==> config.mk <==
export PLATFORM = sky130hd
export DESIGN_NAME = ggna_cell
export DESIGN_NICKNAME = d
export VERILOG_FILES = /design/src/hw/rtl/ggna_pkg.sv /design/src/hw/rtl/ggna_cell.sv
export SDC_FILE = /design/constraint.sdc
export NUM_CORES = 2
export LEC_CHECK = 0
export BUFFER_PORTS_ARGS = -buffer_cell sky130_fd_sc_hd__buf_2
export CORE_MARGIN = 1.5
export CORE_UTILIZATION = 59
export CTS_BUF_LIST = sky130_fd_sc_hd__clkbuf_16
export DETAILED_ROUTE_END_ITERATION = 6
export MAX_ROUTING_LAYER = met4
export PLACE_DENSITY_LB_ADDON = 0.12
export SETUP_SLACK_MARGIN = 0.1
export SYNTH_ARGS = -nofsm -noshare
export SYNTH_HDL_FRONTEND = slang
export SYNTH_SLANG_ARGS = --single-unit
==> constraint.sdc <==
create_clock -name clock -period 7.1 [get_ports clock]
set_input_delay 1.42 -clock clock [delete_from_list [all_inputs] [get_ports clock]]
set_output_delay 1.42 -clock clock [all_outputs]
set_load 0.1 [all_outputs]
==> src/hw/rtl/ggna_pkg.sv <==
`timescale 1ns / 1ps
// ----------------------------------------------------------------------------
// ggna_pkg: shared types and constants
// Defaults, opcodes and cell control word for the nearest assignment block.
// ----------------------------------------------------------------------------
package ggna_pkg;

   localparam int MAX_TRACKS_DEF     = 32;
   localparam int MAX_DETECTIONS_DEF = 32;
   localparam int COORD_BITS_DEF     = 16;
   localparam int MAX_RESULTS        = 32;
   localparam int POS_W              = 16;
   localparam int GATE_W             = 34;
   localparam int IDX_OUT_W          = 5;
   localparam logic [GATE_W-1:0] GATE_RESET = 34'd1000000;

   localparam logic [1:0] OP_LOAD_TRACK = 2'd0;
   localparam logic [1:0] OP_LOAD_DET   = 2'd1;
   localparam logic [1:0] OP_SOLVE      = 2'd2;

   // broadcast controls from the sequencer to every cell
   typedef struct packed {
      logic load;         // store the request position in the selected cell
      logic take;         // mark the selected cell's track as assigned
      logic frame_clear;  // drop all assignments
      logic round_clear;  // forget the per-track best of the last round
      logic cmp;          // squared distance at the compare stage is valid
      logic reduce;       // shift the running minimum one cell along
   } cell_ctl_type;

endpackage

==> src/hw/rtl/ggna_cell.sv <==
`timescale 1ns / 1ps
// ----------------------------------------------------------------------------
// ggna_cell: one track cell
// Holds one track, tracks its nearest free detection, and passes the running
// minimum to the next cell.
// ----------------------------------------------------------------------------
module ggna_cell
   import ggna_pkg::*;
#(
   parameter int IDX  = 0,
   parameter int CW   = 16,
   parameter int TI_W = 5,
   parameter int DI_W = 5
) (
   input  logic                 clock,
   input  logic                 reset,
   input  cell_ctl_type         ctl,
   input  logic                 sel,
   input  logic                 present,
   input  logic [3*CW-1:0]      load_pos,
   input  logic [3*CW-1:0]      det_pos,
   input  logic [DI_W-1:0]      det_idx,
   input  logic                 prev_found,
   input  logic [2*CW+3:0]      prev_dist,
   input  logic [TI_W-1:0]      prev_t,
   input  logic [DI_W-1:0]      prev_d,
   output logic                 carry_found,
   output logic [2*CW+3:0]      carry_dist,
   output logic [TI_W-1:0]      carry_t,
   output logic [DI_W-1:0]      carry_d
);
   localparam int SQ_W   = 2*(CW+1);
   localparam int DIST_W = SQ_W+2;

   logic [3*CW-1:0]       pos_ff;
   logic                  taken_ff;
   logic signed [CW:0]    diff_ff [3];
   logic [SQ_W-1:0]       sq_ff [3];
   logic                  bfound_ff;
   logic [DIST_W-1:0]     bdist_ff;
   logic [DI_W-1:0]       bidx_ff;
   logic                  cfound_ff;
   logic [DIST_W-1:0]     cdist_ff;
   logic [TI_W-1:0]       ct_ff;
   logic [DI_W-1:0]       cd_ff;
   logic signed [CW:0]    diff_in [3];
   logic signed [SQ_W-1:0] sq_in [3];
   logic [DIST_W-1:0]     sum;
   logic                  own_wins;

   always_comb begin
      for (int k = 0; k < 3; k++) begin
         diff_in[k] = $signed({det_pos[k*CW+CW-1], det_pos[k*CW +: CW]})
                    - $signed({pos_ff[k*CW+CW-1], pos_ff[k*CW +: CW]});
         sq_in[k]   = diff_ff[k] * diff_ff[k];
      end
   end

   assign sum = DIST_W'(sq_ff[0]) + DIST_W'(sq_ff[1]) + DIST_W'(sq_ff[2]);
   // strict compare: on a tie the lower track (upstream) keeps the lead
   assign own_wins = present && !taken_ff && bfound_ff
                     && (!prev_found || bdist_ff < prev_dist);

   always_ff @(posedge clock) begin
      if (reset) begin
         taken_ff  <= 1'b0;
         bfound_ff <= 1'b0;
      end else begin
         if (ctl.frame_clear) begin
            taken_ff <= 1'b0;
         end else if (ctl.take && sel) begin
            taken_ff <= 1'b1;
         end
         if (ctl.round_clear) begin
            bfound_ff <= 1'b0;
         end else if (ctl.cmp && (!bfound_ff || sum < bdist_ff)) begin
            bfound_ff <= 1'b1;
         end
      end
      if (ctl.load && sel) begin
         pos_ff <= load_pos;
      end
      for (int k = 0; k < 3; k++) begin
         diff_ff[k] <= diff_in[k];
         sq_ff[k]   <= $unsigned(sq_in[k]);
      end
      if (ctl.cmp && (!bfound_ff || sum < bdist_ff)) begin
         bdist_ff <= sum;
         bidx_ff  <= det_idx;
      end
      if (ctl.reduce) begin
         cfound_ff <= own_wins || prev_found;
         cdist_ff  <= own_wins ? bdist_ff : prev_dist;
         ct_ff     <= own_wins ? TI_W'(IDX) : prev_t;
         cd_ff     <= own_wins ? bidx_ff : prev_d;
      end
   end

   assign carry_found = cfound_ff;
   assign carry_dist  = cdist_ff;
   assign carry_t     = ct_ff;
   assign carry_d     = cd_ff;
endmodule

==> flow_metrics.tcl <==
set metrics [dict create \
    hold_violations 0 \
    grt_pass1_wl_mm 154 \
    dp_cells 5511 \
    max_freq_mhz 151 \
    cts_max_path_buffers 3 \
    period_share 0.933 \
    grt_pass1_vias 30867 \
    yosysUniqueCellTypes 71 \
    start_util 0.595 \
    fin_setup_tns_ns 0 \
    die_height_um 274 \
    avgSynthCellArea_um2 9.92 \
    drt-total-wl_mm 91.6 \
    htreeDepth 2 \
    ant_nets 0 \
    ys.flop_type "dfxtp_1" \
    top_usage_layer "met2" \
    dpl.hpwl_mm 79.0 \
    max-slew-margin-rel 0.341 \
    finalCriticalPeriod_ns 6.63 \
    tightest_slew_ns 0.989 \
    grt_overflow_total 0 \
    grt_max_degree 49 \
    synth_edf_count 136 \
    cts_tree "built" \
    worst-path-max-fanout 13 \
    crit_type "reg -> reg" \
    grt_util_met2 0.421 \
    holdWs_ns 0.519 \
    die_area_um2 75000 \
    run_status "finished, final reports clean" \
    worstPathRequired_ns 7.54 \
    ys_warn_count 0 \
    root_buffer "clkbuf_16" \
    grt_use_total 0.267 \
    port_buffers 204 \
    wl_per_cell_um 16.4 \
    num_rows 99 \
    antenna_found_initial 0 \
    vias 28960 \
    diodes 0 \
    synth_nets 5785 \
    post_cts_buffers 0 \
    stdcell_count 5577 \
    crit_arrival_ns 7.07 \
    via_per_inst 5.19 \
    area_growth_pct 8.14 \
    end_kind "register" \
    finClkSkew_ns 0.0311 \
    place_congestion 0.926 \
    cts_num_sinks 288 \
    synth_area_um2 43300 \
    min_path_type "reg -> reg" \
    startpoint_type "register" \
    post_cts_resized 0 \
    die_w_um 274 \
    maxCapViolCount 0 \
    synth_seq_cells 288 \
    ios 205 \
    drive_above_1_share 0.0801 \
    clkLatencyLatePin_ns 0.58 \
    cts_hold_buf 0 \
    core_um2 72800 \
    synthArstFlopShare 0 \
    use_met1 0.369 \
    numCtsBuffers 36 \
    grt_use_met3 0.0344 \
    slew_violations 0 \
    clkSlewWorstSetupHoldPaths_ns 0.06 \
    grt_setup_unrepaired "true" \
    drc 0 \
    syn_inst 4365 \
    yosysSeqAreaShare 0.165 \
    nets 6010 \
    setup_viol 0 \
    drt-pass1-iter-count 7 \
    first_iter_violations 1443 \
]
-- path summary, 6_finish.rpt --
| check | cells after the start | from | endpoint | slack [ns] |
|---|---|---|---|---|
| setup / recovery | 23 | diff_ff[0][27]$_DFF_P_ | sq_ff[0][67]$_DFF_P_ | 0.47 |
| hold / removal | 2 | taken_ff$_SDFFE_PP0P_ | taken_ff$_SDFFE_PP0P_ | 0.52 |
| setup reg to reg | 23 | diff_ff[0][27]$_DFF_P_ | sq_ff[0][67]$_DFF_P_ | 0.47 |
| hold reg to reg | 2 | taken_ff$_SDFFE_PP0P_ | taken_ff$_SDFFE_PP0P_ | 0.52 |
-- worst max-delay path: stages (launching register included) --
cell and delay, ns:
dfxtp_1 0.71, and2_1 0.28, inv_1 0.07, fa_1 0.50
inv_1 0.05, fa_1 0.52, inv_1 0.05, fa_1 0.48
inv_1 0.05, fa_1 0.45, fa_1 0.50, inv_1 0.05
fa_1 0.48, inv_1 0.04, ha_1 0.33, a21o_1 0.17
a21oi_1 0.14, o21bai_1 0.10, a2111oi_0 0.63, o31ai_1 0.18
a2111oi_0 0.32, o21bai_1 0.13, a21oi_1 0.18, xnor2_1 0.08
-- Yosys cell counts (22+ instances only) --
cell type  number  share of area
edfxtp_1      136          0.094
inv_1        1176           0.10
o21a_1         22         0.0038
and2_1        171          0.025
nor2b_1        64         0.0092
xor2_1         35         0.0071
nand3_1        39         0.0045
fa_1          835           0.39
mux2i_1        39         0.0090
a21oi_1       108          0.012
dfxtp_1       152          0.070
a21o_1         72          0.012
clkbuf_1       72         0.0062
ha_1          427           0.12
o21ai_0        82         0.0095
nand2_1       296          0.026
nor3_1         57         0.0066
nand2b_1       27         0.0039
xnor2_1       152          0.031
nor2_1        156          0.014
-- placed cells by master (no fill, tap or decap), types with 64 or more instances in the layout --
cell / instances
buf_2: 204
a21oi_1: 108
xnor2_1: 152
edfxtp_1: 136
nor2_1: 156
inv_1: 1182
a21o_1: 72
and2_1: 170
o21ai_0: 82
dfxtp_1: 148
nor2b_1: 64
fa_1: 835
nand2_1: 296
ha_1: 427
-- area by class of cell --
type,count,area [um2]
Clock buffer,37,926
Timing Repair Buffer,264,1470
Fill cell,6046,26000
Clock inverter,29,188
Tap cell,959,1200
Multi-Input combinational cell,2822,31500
Inverter,1178,4420
Sequential cell,288,7130
-- cells by family after synthesis --
family	after synthesis	share of synthesized area
adders and majority gates	1262	0.509
buffers and inverters	1255	0.109
and+or+nand+nor	886	0.0997
AOI/OAI and AO/OA	439	0.0684
DFF	288	0.165
xor gates and xnor gates	187	0.0378
muxes	47	0.0111
other	1	0.0000866
-- metrics by stage --
stage	cell area, um2	util	setup WS, ns
floorplan	43300	-	0.507
global placement	45700	0.628	0.558
detailed placement	45700	0.628	0.439
CTS	46800	0.643	0.405
global route	46800	0.643	0.0504
finish	46800	0.643	0.475
-- flip-flops by register name, indices dropped and copies added, names as in the netlist --
register,cells
bfound_ff,1
carry_d,5
carry_found,1
carry_dist,36
bidx_ff,5
sq_ff,99
taken_ff,1
diff_ff,51
carry_t,5
pos_ff,48
bdist_ff,36
-- layer usage --
| metal | share of wire | vias up |
|---|---|---|
| met5 | 0 | - |
| met4 | 0.025 | 0 |
| met3 | 0.055 | 142 |
| li1 | - | 13851 |
| met2 | 0.46 | 680 |
| met1 | 0.46 | 14287 |
Power is not shown: default switching activity piles up to over one toggle a cycle in this logic, so the estimate is an artifact.
