[src/hw/rtl/ggna_ram.sv]
`timescale 1ns / 1ps
// ----------------------------------------------------------------------------
// ggna_ram: generic single write, single read RAM
// One write port, one read port with registered read data.
// ----------------------------------------------------------------------------
module ggna_ram #(
   parameter int WIDTH = 48,
   parameter int DEPTH = 32
) (
   input  logic                              clock,
   input  logic                              wr_en,
   input  logic [$clog2(DEPTH>1?DEPTH:2)-1:0] wr_addr,
   input  logic [WIDTH-1:0]                  wr_data,
   input  logic [$clog2(DEPTH>1?DEPTH:2)-1:0] rd_addr,
   output logic [WIDTH-1:0]                  rd_data
);
   logic [WIDTH-1:0] mem_ff [DEPTH];
   logic [WIDTH-1:0] rd_data_ff;

   always_ff @(posedge clock) begin
      if (wr_en) begin
         mem_ff[wr_addr] <= wr_data;
      end
      rd_data_ff <= mem_ff[rd_addr];
   end

   assign rd_data = rd_data_ff;
endmodule

[config.mk]
export PLATFORM = sky130hd
export DESIGN_NAME = ggna_ram
export DESIGN_NICKNAME = d
export VERILOG_FILES = /design/src/hw/rtl/ggna_ram.sv
export SDC_FILE = /design/constraint.sdc
export NUM_CORES = 1
export LEC_CHECK = 0
export ABC_AREA = 1
export BUFFER_PORTS_ARGS = -buffer_cell sky130_fd_sc_hd__buf_2
export CORE_UTILIZATION = 35
export DETAILED_ROUTE_END_ITERATION = 8
export PLACE_DENSITY = 0.5
export SKIP_LAST_GASP = 1
export SLEW_MARGIN = 20
export SYNTH_ARGS = -nofsm -noshare
export SYNTH_HDL_FRONTEND = slang
export SYNTH_SLANG_ARGS = --single-unit
[constraint.sdc]
create_clock -name clock -period 3.6 [get_ports clock]
set_input_delay 0.54 -clock clock [delete_from_list [all_inputs] [get_ports clock]]
set_output_delay 0.54 -clock clock [all_outputs]
set_load 0.02 [all_outputs]
==> results.md, run 1 <==
* Status: finished clean
* Non-Filler Instances at about 8000
* Die Area at roughly 180000 um2
* Post-CTS setup buffers at 0
* Sink Count at ~1600
* Worst Tran Pin Value at 0.809 ns
* Max-cap viol count at 0
* Starting Density at a little over a third
* Worst rel slew slack at a little under half
* Met3 Use GR at 2.71%
* Sw frac at between 20% and 30%
* Gate power share at 6.1%
* CP endpoint kind: primary output
* Cell Area, Synth at 63000 um2
* Synth area leader: edfxtp_1
* WL final at roughly 180000 um
* Setup slack, reg-to-reg at 2.28 ns
* Avg WL per Cell at about 23 um
* Vias in the first global route at 38700
* EDFF count, synth at roughly 1500
* Internal Pwr Total at roughly 0.031 W
* Leak at around 26 nW
* Vias at approximately 40000
* TNS Setup at 0 ns
* Syn_nets at about 5300
* Routability cong. at 0.762
* Post-synthesis mux area share at 0%
* Dpl cell area at approximately 67000 um2
* CP delay by family, top: flip-flops
* Worst Min Path Start: rd_addr[4]
* Main combinational cell family by area after synthesis: simple AND/OR/NAND/NOR gates
* WHS Path Cells at 3
* Core area at roughly 180000 um2
* Slowest cell on crit path: dfxtp_1
* Startpoint Class: register
* Final instance area at between 70000 and 80000 um2
* Layout cells sized above 1 at around a tenth
* Top post-synthesis cells by area: edfxtp_1, nand2_1, nand3_1
* Final Util at between 40% and 50%
* CTS tree: yes
* Initial antenna violation count at 11
* Synth top area share at roughly three quarters
* Worst stage delay on the critical path at about 0.5 ns
* Die height at between 400 and 500 um
* Worst Path Arrival at approximately 1.5 ns
* Grt total ovfl at 0
* TritonCTS buffer count at 171
* Post-synthesis xor/xnor area fraction at 0%
* Post-synth top cells: nand2_1, edfxtp_1, nand3_1, buf_2, clkbuf_1
* Net Sw Power at 0.00914 W
* Worst r2r src: mem_ff[5][31]
* Clock power share at between 40% and 50%
* Syn Area/Cell at roughly 12 um2
* Initial drt markers at between 3000 and 4000
* Cells after synthesis at approximately 5300
* Post_cts resized at 0
* Port bufs at approximately 110
* Hold Vio Cnt, Final at 0
* Hold buffer count at CTS at 0
* Met2 usage at 33.5%
* Clock Latency Late Sink at 0.81 ns
* Minimum clock period at approximately 2.1 ns
* Power per cell area at 553 nW/um2
* Antenna Nets Post-Route at 0
* DR vias/cell at between 5 and 6
* Hold endpoint: rd_data[22]
* Synth Area in Simple Gates at between 20% and 30%
* Largest net degree at the start of global routing at approximately 130
* Syn-to-layout area delta at 14.9%
* Synth warn at 0
* Horiz. Die Dim at around 430 um
* Register-to-Register Path Depth at 8
* Final Max Slew Viols at 0
* Synth Flop Type: edfxtp_1
* #FFs+latches synth at 1584
* Site Rows at 155
* Post-synthesis adder-cell area fraction at 0%
* M1 GR Usage at approximately 27%
* Htree depth at 4
* Storage cell area at 47100 um2
* Synth Area in Compound Gates at 0%
* RSZ-0062 raised after global routing: false
* Yosys cell types at 14
* R2r endpoint: rd_data[31]
* Number of remaining DRC errors at 0
* Maximum vdd drop at 0.398 mV
* First-pass GRT wire length at 266000 um
* Total routing usage reported by global routing at 19.9%
* Worst Path Max Fanout at 1
* Most common cell in the netlist: nand2_1
* Final HPWL DP at 93100 um
* Clock slew at reported path FFs at about 0.060 ns
* Top Usage Layer GRT: met2
* Power, Total at about 0.04 W
* Worst min path class: input pin to register
* Async set-reset flop share out of synthesis at 0%
* Share of power burned in registers at between 50% and 60%
* # IOs at around 110
* Critical path buffers and inverters at 1
* Multi-input logic area at about 14000 um2
* FILL cells at 16800
* Seq/Total Area, Yosys at about three quarters
* Fin crit share at 57.9%
* Post-Route Skew at ~0.026 ns
* Cells along the critical path: buf_2
* Placed Instances at ~7600
* Clock Root Buffer: clkbuf_16
* Setup-failing EPs final at 0
* Maximum root-to-sink buffer count at 3
* Drt pass-1 iters at 5
* Fin nets at roughly 5400
* Max Freq at 0.480 GHz
* Worst setup path class: register to primary output
* Crit path required time at between 3 and 4 ns
==> per-layer routing <==
layer	wire, um	part of all wire [%]
met5	0	0
met4	3760	2.1
met3	8780	4.9
met2	88800	49
met1	79600	44
==> kinds of logic (layout without fill, tap and decap cells) <==
logic type    count (synthesis)  after routing
buf+inv                     339            584
flops                      1584           1584
other cells                   0              3
simple gates               3356           3356
==> placed cells by master (no fill, tap or decap) <==
cell type / synthesis / routed
nor2_4: 0 / 32
clkbuf_1: 77 / 65
buf_12: 0 / 69
clkbuf_16: 0 / 176
nand2_1: 2160 / 2160
edfxtp_1: 1536 / 1536
inv_16: 0 / 2
diode_2: 0 / 3
buf_6: 26 / 1
buf_8: 1 / 3
buf_2: 162 / 102
clkinv_1: 1 / 32
clkinv_16: 0 / 1
clkbuf_8: 0 / 11
clkinv_2: 0 / 16
buf_4: 39 / 79
inv_8: 0 / 3
bufinv_16: 0 / 7
inv_1: 7 / 5
clkinvlp_4: 0 / 3
dfxtp_1: 48 / 48
nand3_1: 1164 / 1164
inv_6: 0 / 3
clkinv_8: 0 / 6
==> how the worst max path moves through the flow <==
stage / from / to / slack (ns) / cells past startpoint
final: rd_data[35] / rd_data[35] / 1.52 / 1
after global routing: rd_data[35] / rd_data[35] / 1.45 / 1
after CTS: rd_data[35] / rd_data[35] / 1.38 / 1
after detailed placement: rd_addr[0] / rd_data[12] / 0.96 / 12
after global placement: rd_addr[0] / rd_data[10] / 0.99 / 12
after floorplan: wr_addr[0] / mem_ff[8][0] / 0.29 / 3
==> flip-flops by register name, summed over array words and instances (netlist names) <==
name	count
rd_data	48
mem_ff	1536
==> power by group through the flow <==
stage / sequential [W] / combinational, W / clock, W
4_1_cts: 0.0206 / 0.00248 / 0.0174
3_3_place_gp: 0.0210 / 0.00247 / 0
6_report: 0.0206 / 0.00244 / 0.0170
5_1_grt: 0.0206 / 0.00272 / 0.0180
2_1_floorplan: 0.0210 / 0.00133 / 0
3_5_place_dp: 0.0210 / 0.00248 / 0
==> stage by stage <==
step | hold slack (ns) | setup WS, ns
global placement | 0.736 | 0.988
floorplan | 0.639 | 0.290
finish | 0.203 | 1.52
CTS | 0.152 | 1.38
global route | 0.185 | 1.45
detailed placement | 0.740 | 0.960
==> final cells by class <==
type | instances | area share (%)
Sequential cell | 1584 | 65.1
Multi-Input combinational cell | 3356 | 19.8
Clock buffer | 252 | 6.63
Tap cell | 2355 | 4.07
Timing Repair Buffer | 254 | 3.51
Clock inverter | 68 | 0.847
Inverter | 10 | 0.0917
Antenna cell | 3 | 0.0104
Power figures use the tool's default switching activity.
==> inputs of run 2 (changes only) <==
--- a/config.mk
+++ b/config.mk
@@ -5,7 +5,7 @@
 export SDC_FILE = /design/constraint.sdc
 export NUM_CORES = 1
 export LEC_CHECK = 0
-export ABC_AREA = 1
+export ABC_AREA = 0
 export BUFFER_PORTS_ARGS = -buffer_cell sky130_fd_sc_hd__buf_2
 export CORE_UTILIZATION = 35
 export DETAILED_ROUTE_END_ITERATION = 8
==> constraint.sdc (replaced) <==
create_clock -name clock -period 1.95 [get_ports clock]
set_input_delay 0.2925 -clock clock [delete_from_list [all_inputs] [get_ports clock]]
set_output_delay 0.2925 -clock clock [all_outputs]
set_load 0.02 [all_outputs]
==> results.md, run 2 <==
* Clock slew at reported path FFs at 0.06 ns (about the same)
* #FFs+latches synth at 1584 (unchanged)
* Syn-to-layout area delta at 21.1% (was 14.9%)
* Post-synthesis adder-cell area fraction at 0% (unchanged)
* Final Max Slew Viols at 0 (unchanged)
* Starting Density at 35.3% (about the same)
* Die Area at 175000 um2 (was 182000 um2)
* Synth top area share at 76.0% (was 73.3%)
* TritonCTS buffer count at 171 (unchanged)
* EDFF count, synth at 1536 (unchanged)
* Startpoint Class: register (unchanged)
* Routability cong. at 0.749 (was 0.762)
* Total routing usage reported by global routing at 18.7% (was 19.9%)
* Status: finished clean (unchanged)
* Clock Root Buffer: clkbuf_16 (unchanged)
* Cell Area, Synth at 60700 um2 (was 63000 um2)
* Sink Count at 1584 (unchanged)
* Final HPWL DP at 96300 um (was 93100 um)
* Synth area leader: edfxtp_1 (unchanged)
* Worst r2r src: mem_ff[3][19] (was mem_ff[5][31])
* RSZ-0062 raised after global routing: false (unchanged)
* Worst Path Max Fanout at 1 (unchanged)
* Fin nets at 3869 (was 5437)
* Synth Flop Type: edfxtp_1 (unchanged)
* Port bufs at 107 (unchanged)
* Avg WL per Cell at 26.1 um (was 23.0 um)
* TNS Setup at 0 ns (unchanged)
* Most common cell in the netlist: edfxtp_1 (was nand2_1)
* Top post-synthesis cells by area: edfxtp_1, mux2i_1, a22oi_1 (was edfxtp_1, nand2_1, nand3_1)
* Critical path startpoint: rd_data[24] (was rd_data[35])
* Crit path required time at 1.66 ns (was 3.06 ns)
* Worst Path Arrival at 1.55 ns (was 1.54 ns)
* Yosys cell types at 26 (was 14)
* Worst Min Path Start: wr_addr[2] (was rd_addr[4])
* Async set-reset flop share out of synthesis at 0% (unchanged)
* Core area at 172000 um2 (was 179000 um2)
* Horiz. Die Dim at 419 um (was 426 um)
* Worst min path class: input pin to register (unchanged)
* Post-Route Skew at 0.0265 ns (was 0.0258 ns)
* Synth warn at 0 (unchanged)
* Site Rows at 152 (was 155)
* Max-cap viol count at 0 (unchanged)
* Cells along the critical path: buf_2 (unchanged)
* Die height at 419 um (was 426 um)
* CP Depth at 1 (unchanged)
* Maximum vdd drop at 0.828 mV (was 0.398 mV)
* Initial antenna violation count at 7 (was 11)
* Setup slack, reg-to-reg at 0.53 ns (was 2.28 ns)
* Setup-failing EPs final at 0 (unchanged)
* Antenna Nets Post-Route at 0 (unchanged)
* Non-Filler Instances at 6268 (was 7882)
* Cells after synthesis at 3364 (was 5279)
* Post-synthesis mux area share at 12.7% (was 0%)
* Synth Area in Simple Gates at 2.89% (was 22.3%)
* Final setup margin at 0.106 ns (was 1.52 ns)
* Leak at 25.8 nW (was 26.2 nW)
* Most common cell after layout, fill and taps aside: edfxtp_1 (was nand2_1)
* Top reg by flops: mem_ff (unchanged)
* Drt pass-1 iters at 5 (unchanged)
* Placed Instances at 5898 (was 7559)
* Max Freq at around 0.54 GHz
* Main combinational cell family by area after synthesis: multiplexers (was simple AND/OR/NAND/NOR gates)
* Worst setup path class: register to primary output (unchanged)
* Seq/Total Area, Yosys at 77.5% (was 74.8%)
* Clock Latency Late Sink at 0.81 ns (about the same)
* # IOs at 108 (unchanged)
* Initial drt markers at 2619 (was 3389)
* Maximum root-to-sink buffer count at 3 (unchanged)
* Hold endpoint: mem_ff[2][25] (was rd_data[22])
* CP delay by family, top: flip-flops (unchanged)
* R2r endpoint: rd_data[19] (was rd_data[31])
* Hold Vio Cnt, Final at 0 (unchanged)
* Worst Tran Pin Value at 0.592 ns (was 0.809 ns)
* Most frequent cells in the layout: edfxtp_1, mux2i_1, clkbuf_16, buf_12 (was nand2_1, edfxtp_1, nand3_1, clkbuf_16, buf_2)
* Syn_nets at 3424 (was 5339)
* CP endpoint kind: primary output (unchanged)
* Worst rel slew slack at 60.5% (was 46.0%)
* Synth Area in Compound Gates at 4.85% (was 0%)
* Pre-CTS WS at -0.254 ns (was 0.960 ns)
* Post-synth top cells: edfxtp_1, mux2i_1, nand2_1, nand3_1 (was nand2_1, edfxtp_1, nand3_1, buf_2, clkbuf_1)
* WL final at 164000 um (was 181000 um)
* Grt total ovfl at 0 (unchanged)
* Slowest cell on crit path: dfxtp_1 (unchanged)
* Minimum clock period at around 1.8 ns
* Layout cells sized above 1 at 17.6% (was 9.30%)
* CTS tree: yes (unchanged)
* WHS Path Cells at 3 (unchanged)
* First-pass GRT wire length at 234000 um (was 266000 um)
* Max reg flops at 1536 (unchanged)
* Vias in the first global route at 32400 (was 38700)
* DR vias/cell at 5.09 (was 5.05)
* Power per cell area at 1000 nW/um2 (was 553 nW/um2)
* Largest net degree at the start of global routing at 52 (was 129)
* Worst stage delay on the critical path at 0.51 ns (was 0.50 ns)
* Fin crit share at a little over nine tenths
* Number of remaining DRC errors at 0 (unchanged)
* Post-CTS setup buffers at 0 (unchanged)
* Critical path buffers and inverters at 1 (unchanged)
* Vias at 31900 (was 39800)
* Register-to-Register Path Depth at 5 (was 8)
* Syn Area/Cell at 18.1 um2 (was 11.9 um2)
* Htree depth at 4 (unchanged)
* Post-synthesis xor/xnor area fraction at 0% (unchanged)
run 2: area by class of cell:
type / count / area [um2]
fill: 15200 / 98400
antenna: 2 / 5.00
sequential: 1584 / 47100
tap: 2310 / 2890
clock inverter: 92 / 897
clock buffer: 228 / 4590
timing repair buffer: 463 / 5380
multi-input combinational: 1589 / 12700
run 2: power by group:
| group | leakage, nW | internal [W] | switching (W) |
|---|---|---|---|
| sequential | 14.2 | 0.0379 | 0.000188 |
| combinational | 8.86 | 0.00155 | 0.00256 |
| clock | 2.68 | 0.0185 | 0.0133 |
run 2: per-stage QoR:
| step | utilization (%) | instance area [um2] | hold slack, ns | power (W) |
|---|---|---|---|---|
| 3_3_place_gp | 39.3 | 67600 | 0.580 | 0.0429 |
| 5_1_grt | 42.8 | 73500 | 0.108 | 0.0763 |
| 2_1_floorplan | - | 61000 | 0.391 | 0.0409 |
| 3_5_place_dp | 39.3 | 67600 | 0.583 | 0.0429 |
| 6_report | 42.8 | 73500 | 0.121 | 0.0739 |
| 4_1_cts | 42.8 | 73500 | 0.0617 | 0.0747 |
run 2: repair_timing:
item / in CTS / in global routing
gates resized for setup: 0 / 0
hold buffers: 48 / 0
endpoints found under the hold margin: 1533 / 0
run 2: metal layers:
layer | vias up | part of all wire [%] | global-route usage [%]
met3 | 248 | 3.9 | 2.83
met1 | 16700 | 44 | 24.7
met5 | - | 0.018 | 0
met4 | 4 | 2.7 | 5.87
met2 | 648 | 50 | 31.5
li1 | 14300 | - | -
run 2: how the worst max path moves through the flow:
| stage | end | slack [ns] |
|---|---|---|
| global route | rd_data[24] | 0.06 |
| detailed placement | rd_data[19] | -0.25 |
| floorplan | mem_ff[10][0] | -0.26 |
| CTS | rd_data[24] | 0.03 |
| global placement | rd_data[19] | -0.25 |
| finish | rd_data[24] | 0.11 |
run 2: kinds of logic after synthesis:
kind of cell	Yosys count
flip-flops	1584
multiplexers	768
buffers and inverters	191
AO/OA/AOI/OAI	432
AND/OR/NAND/NOR	389
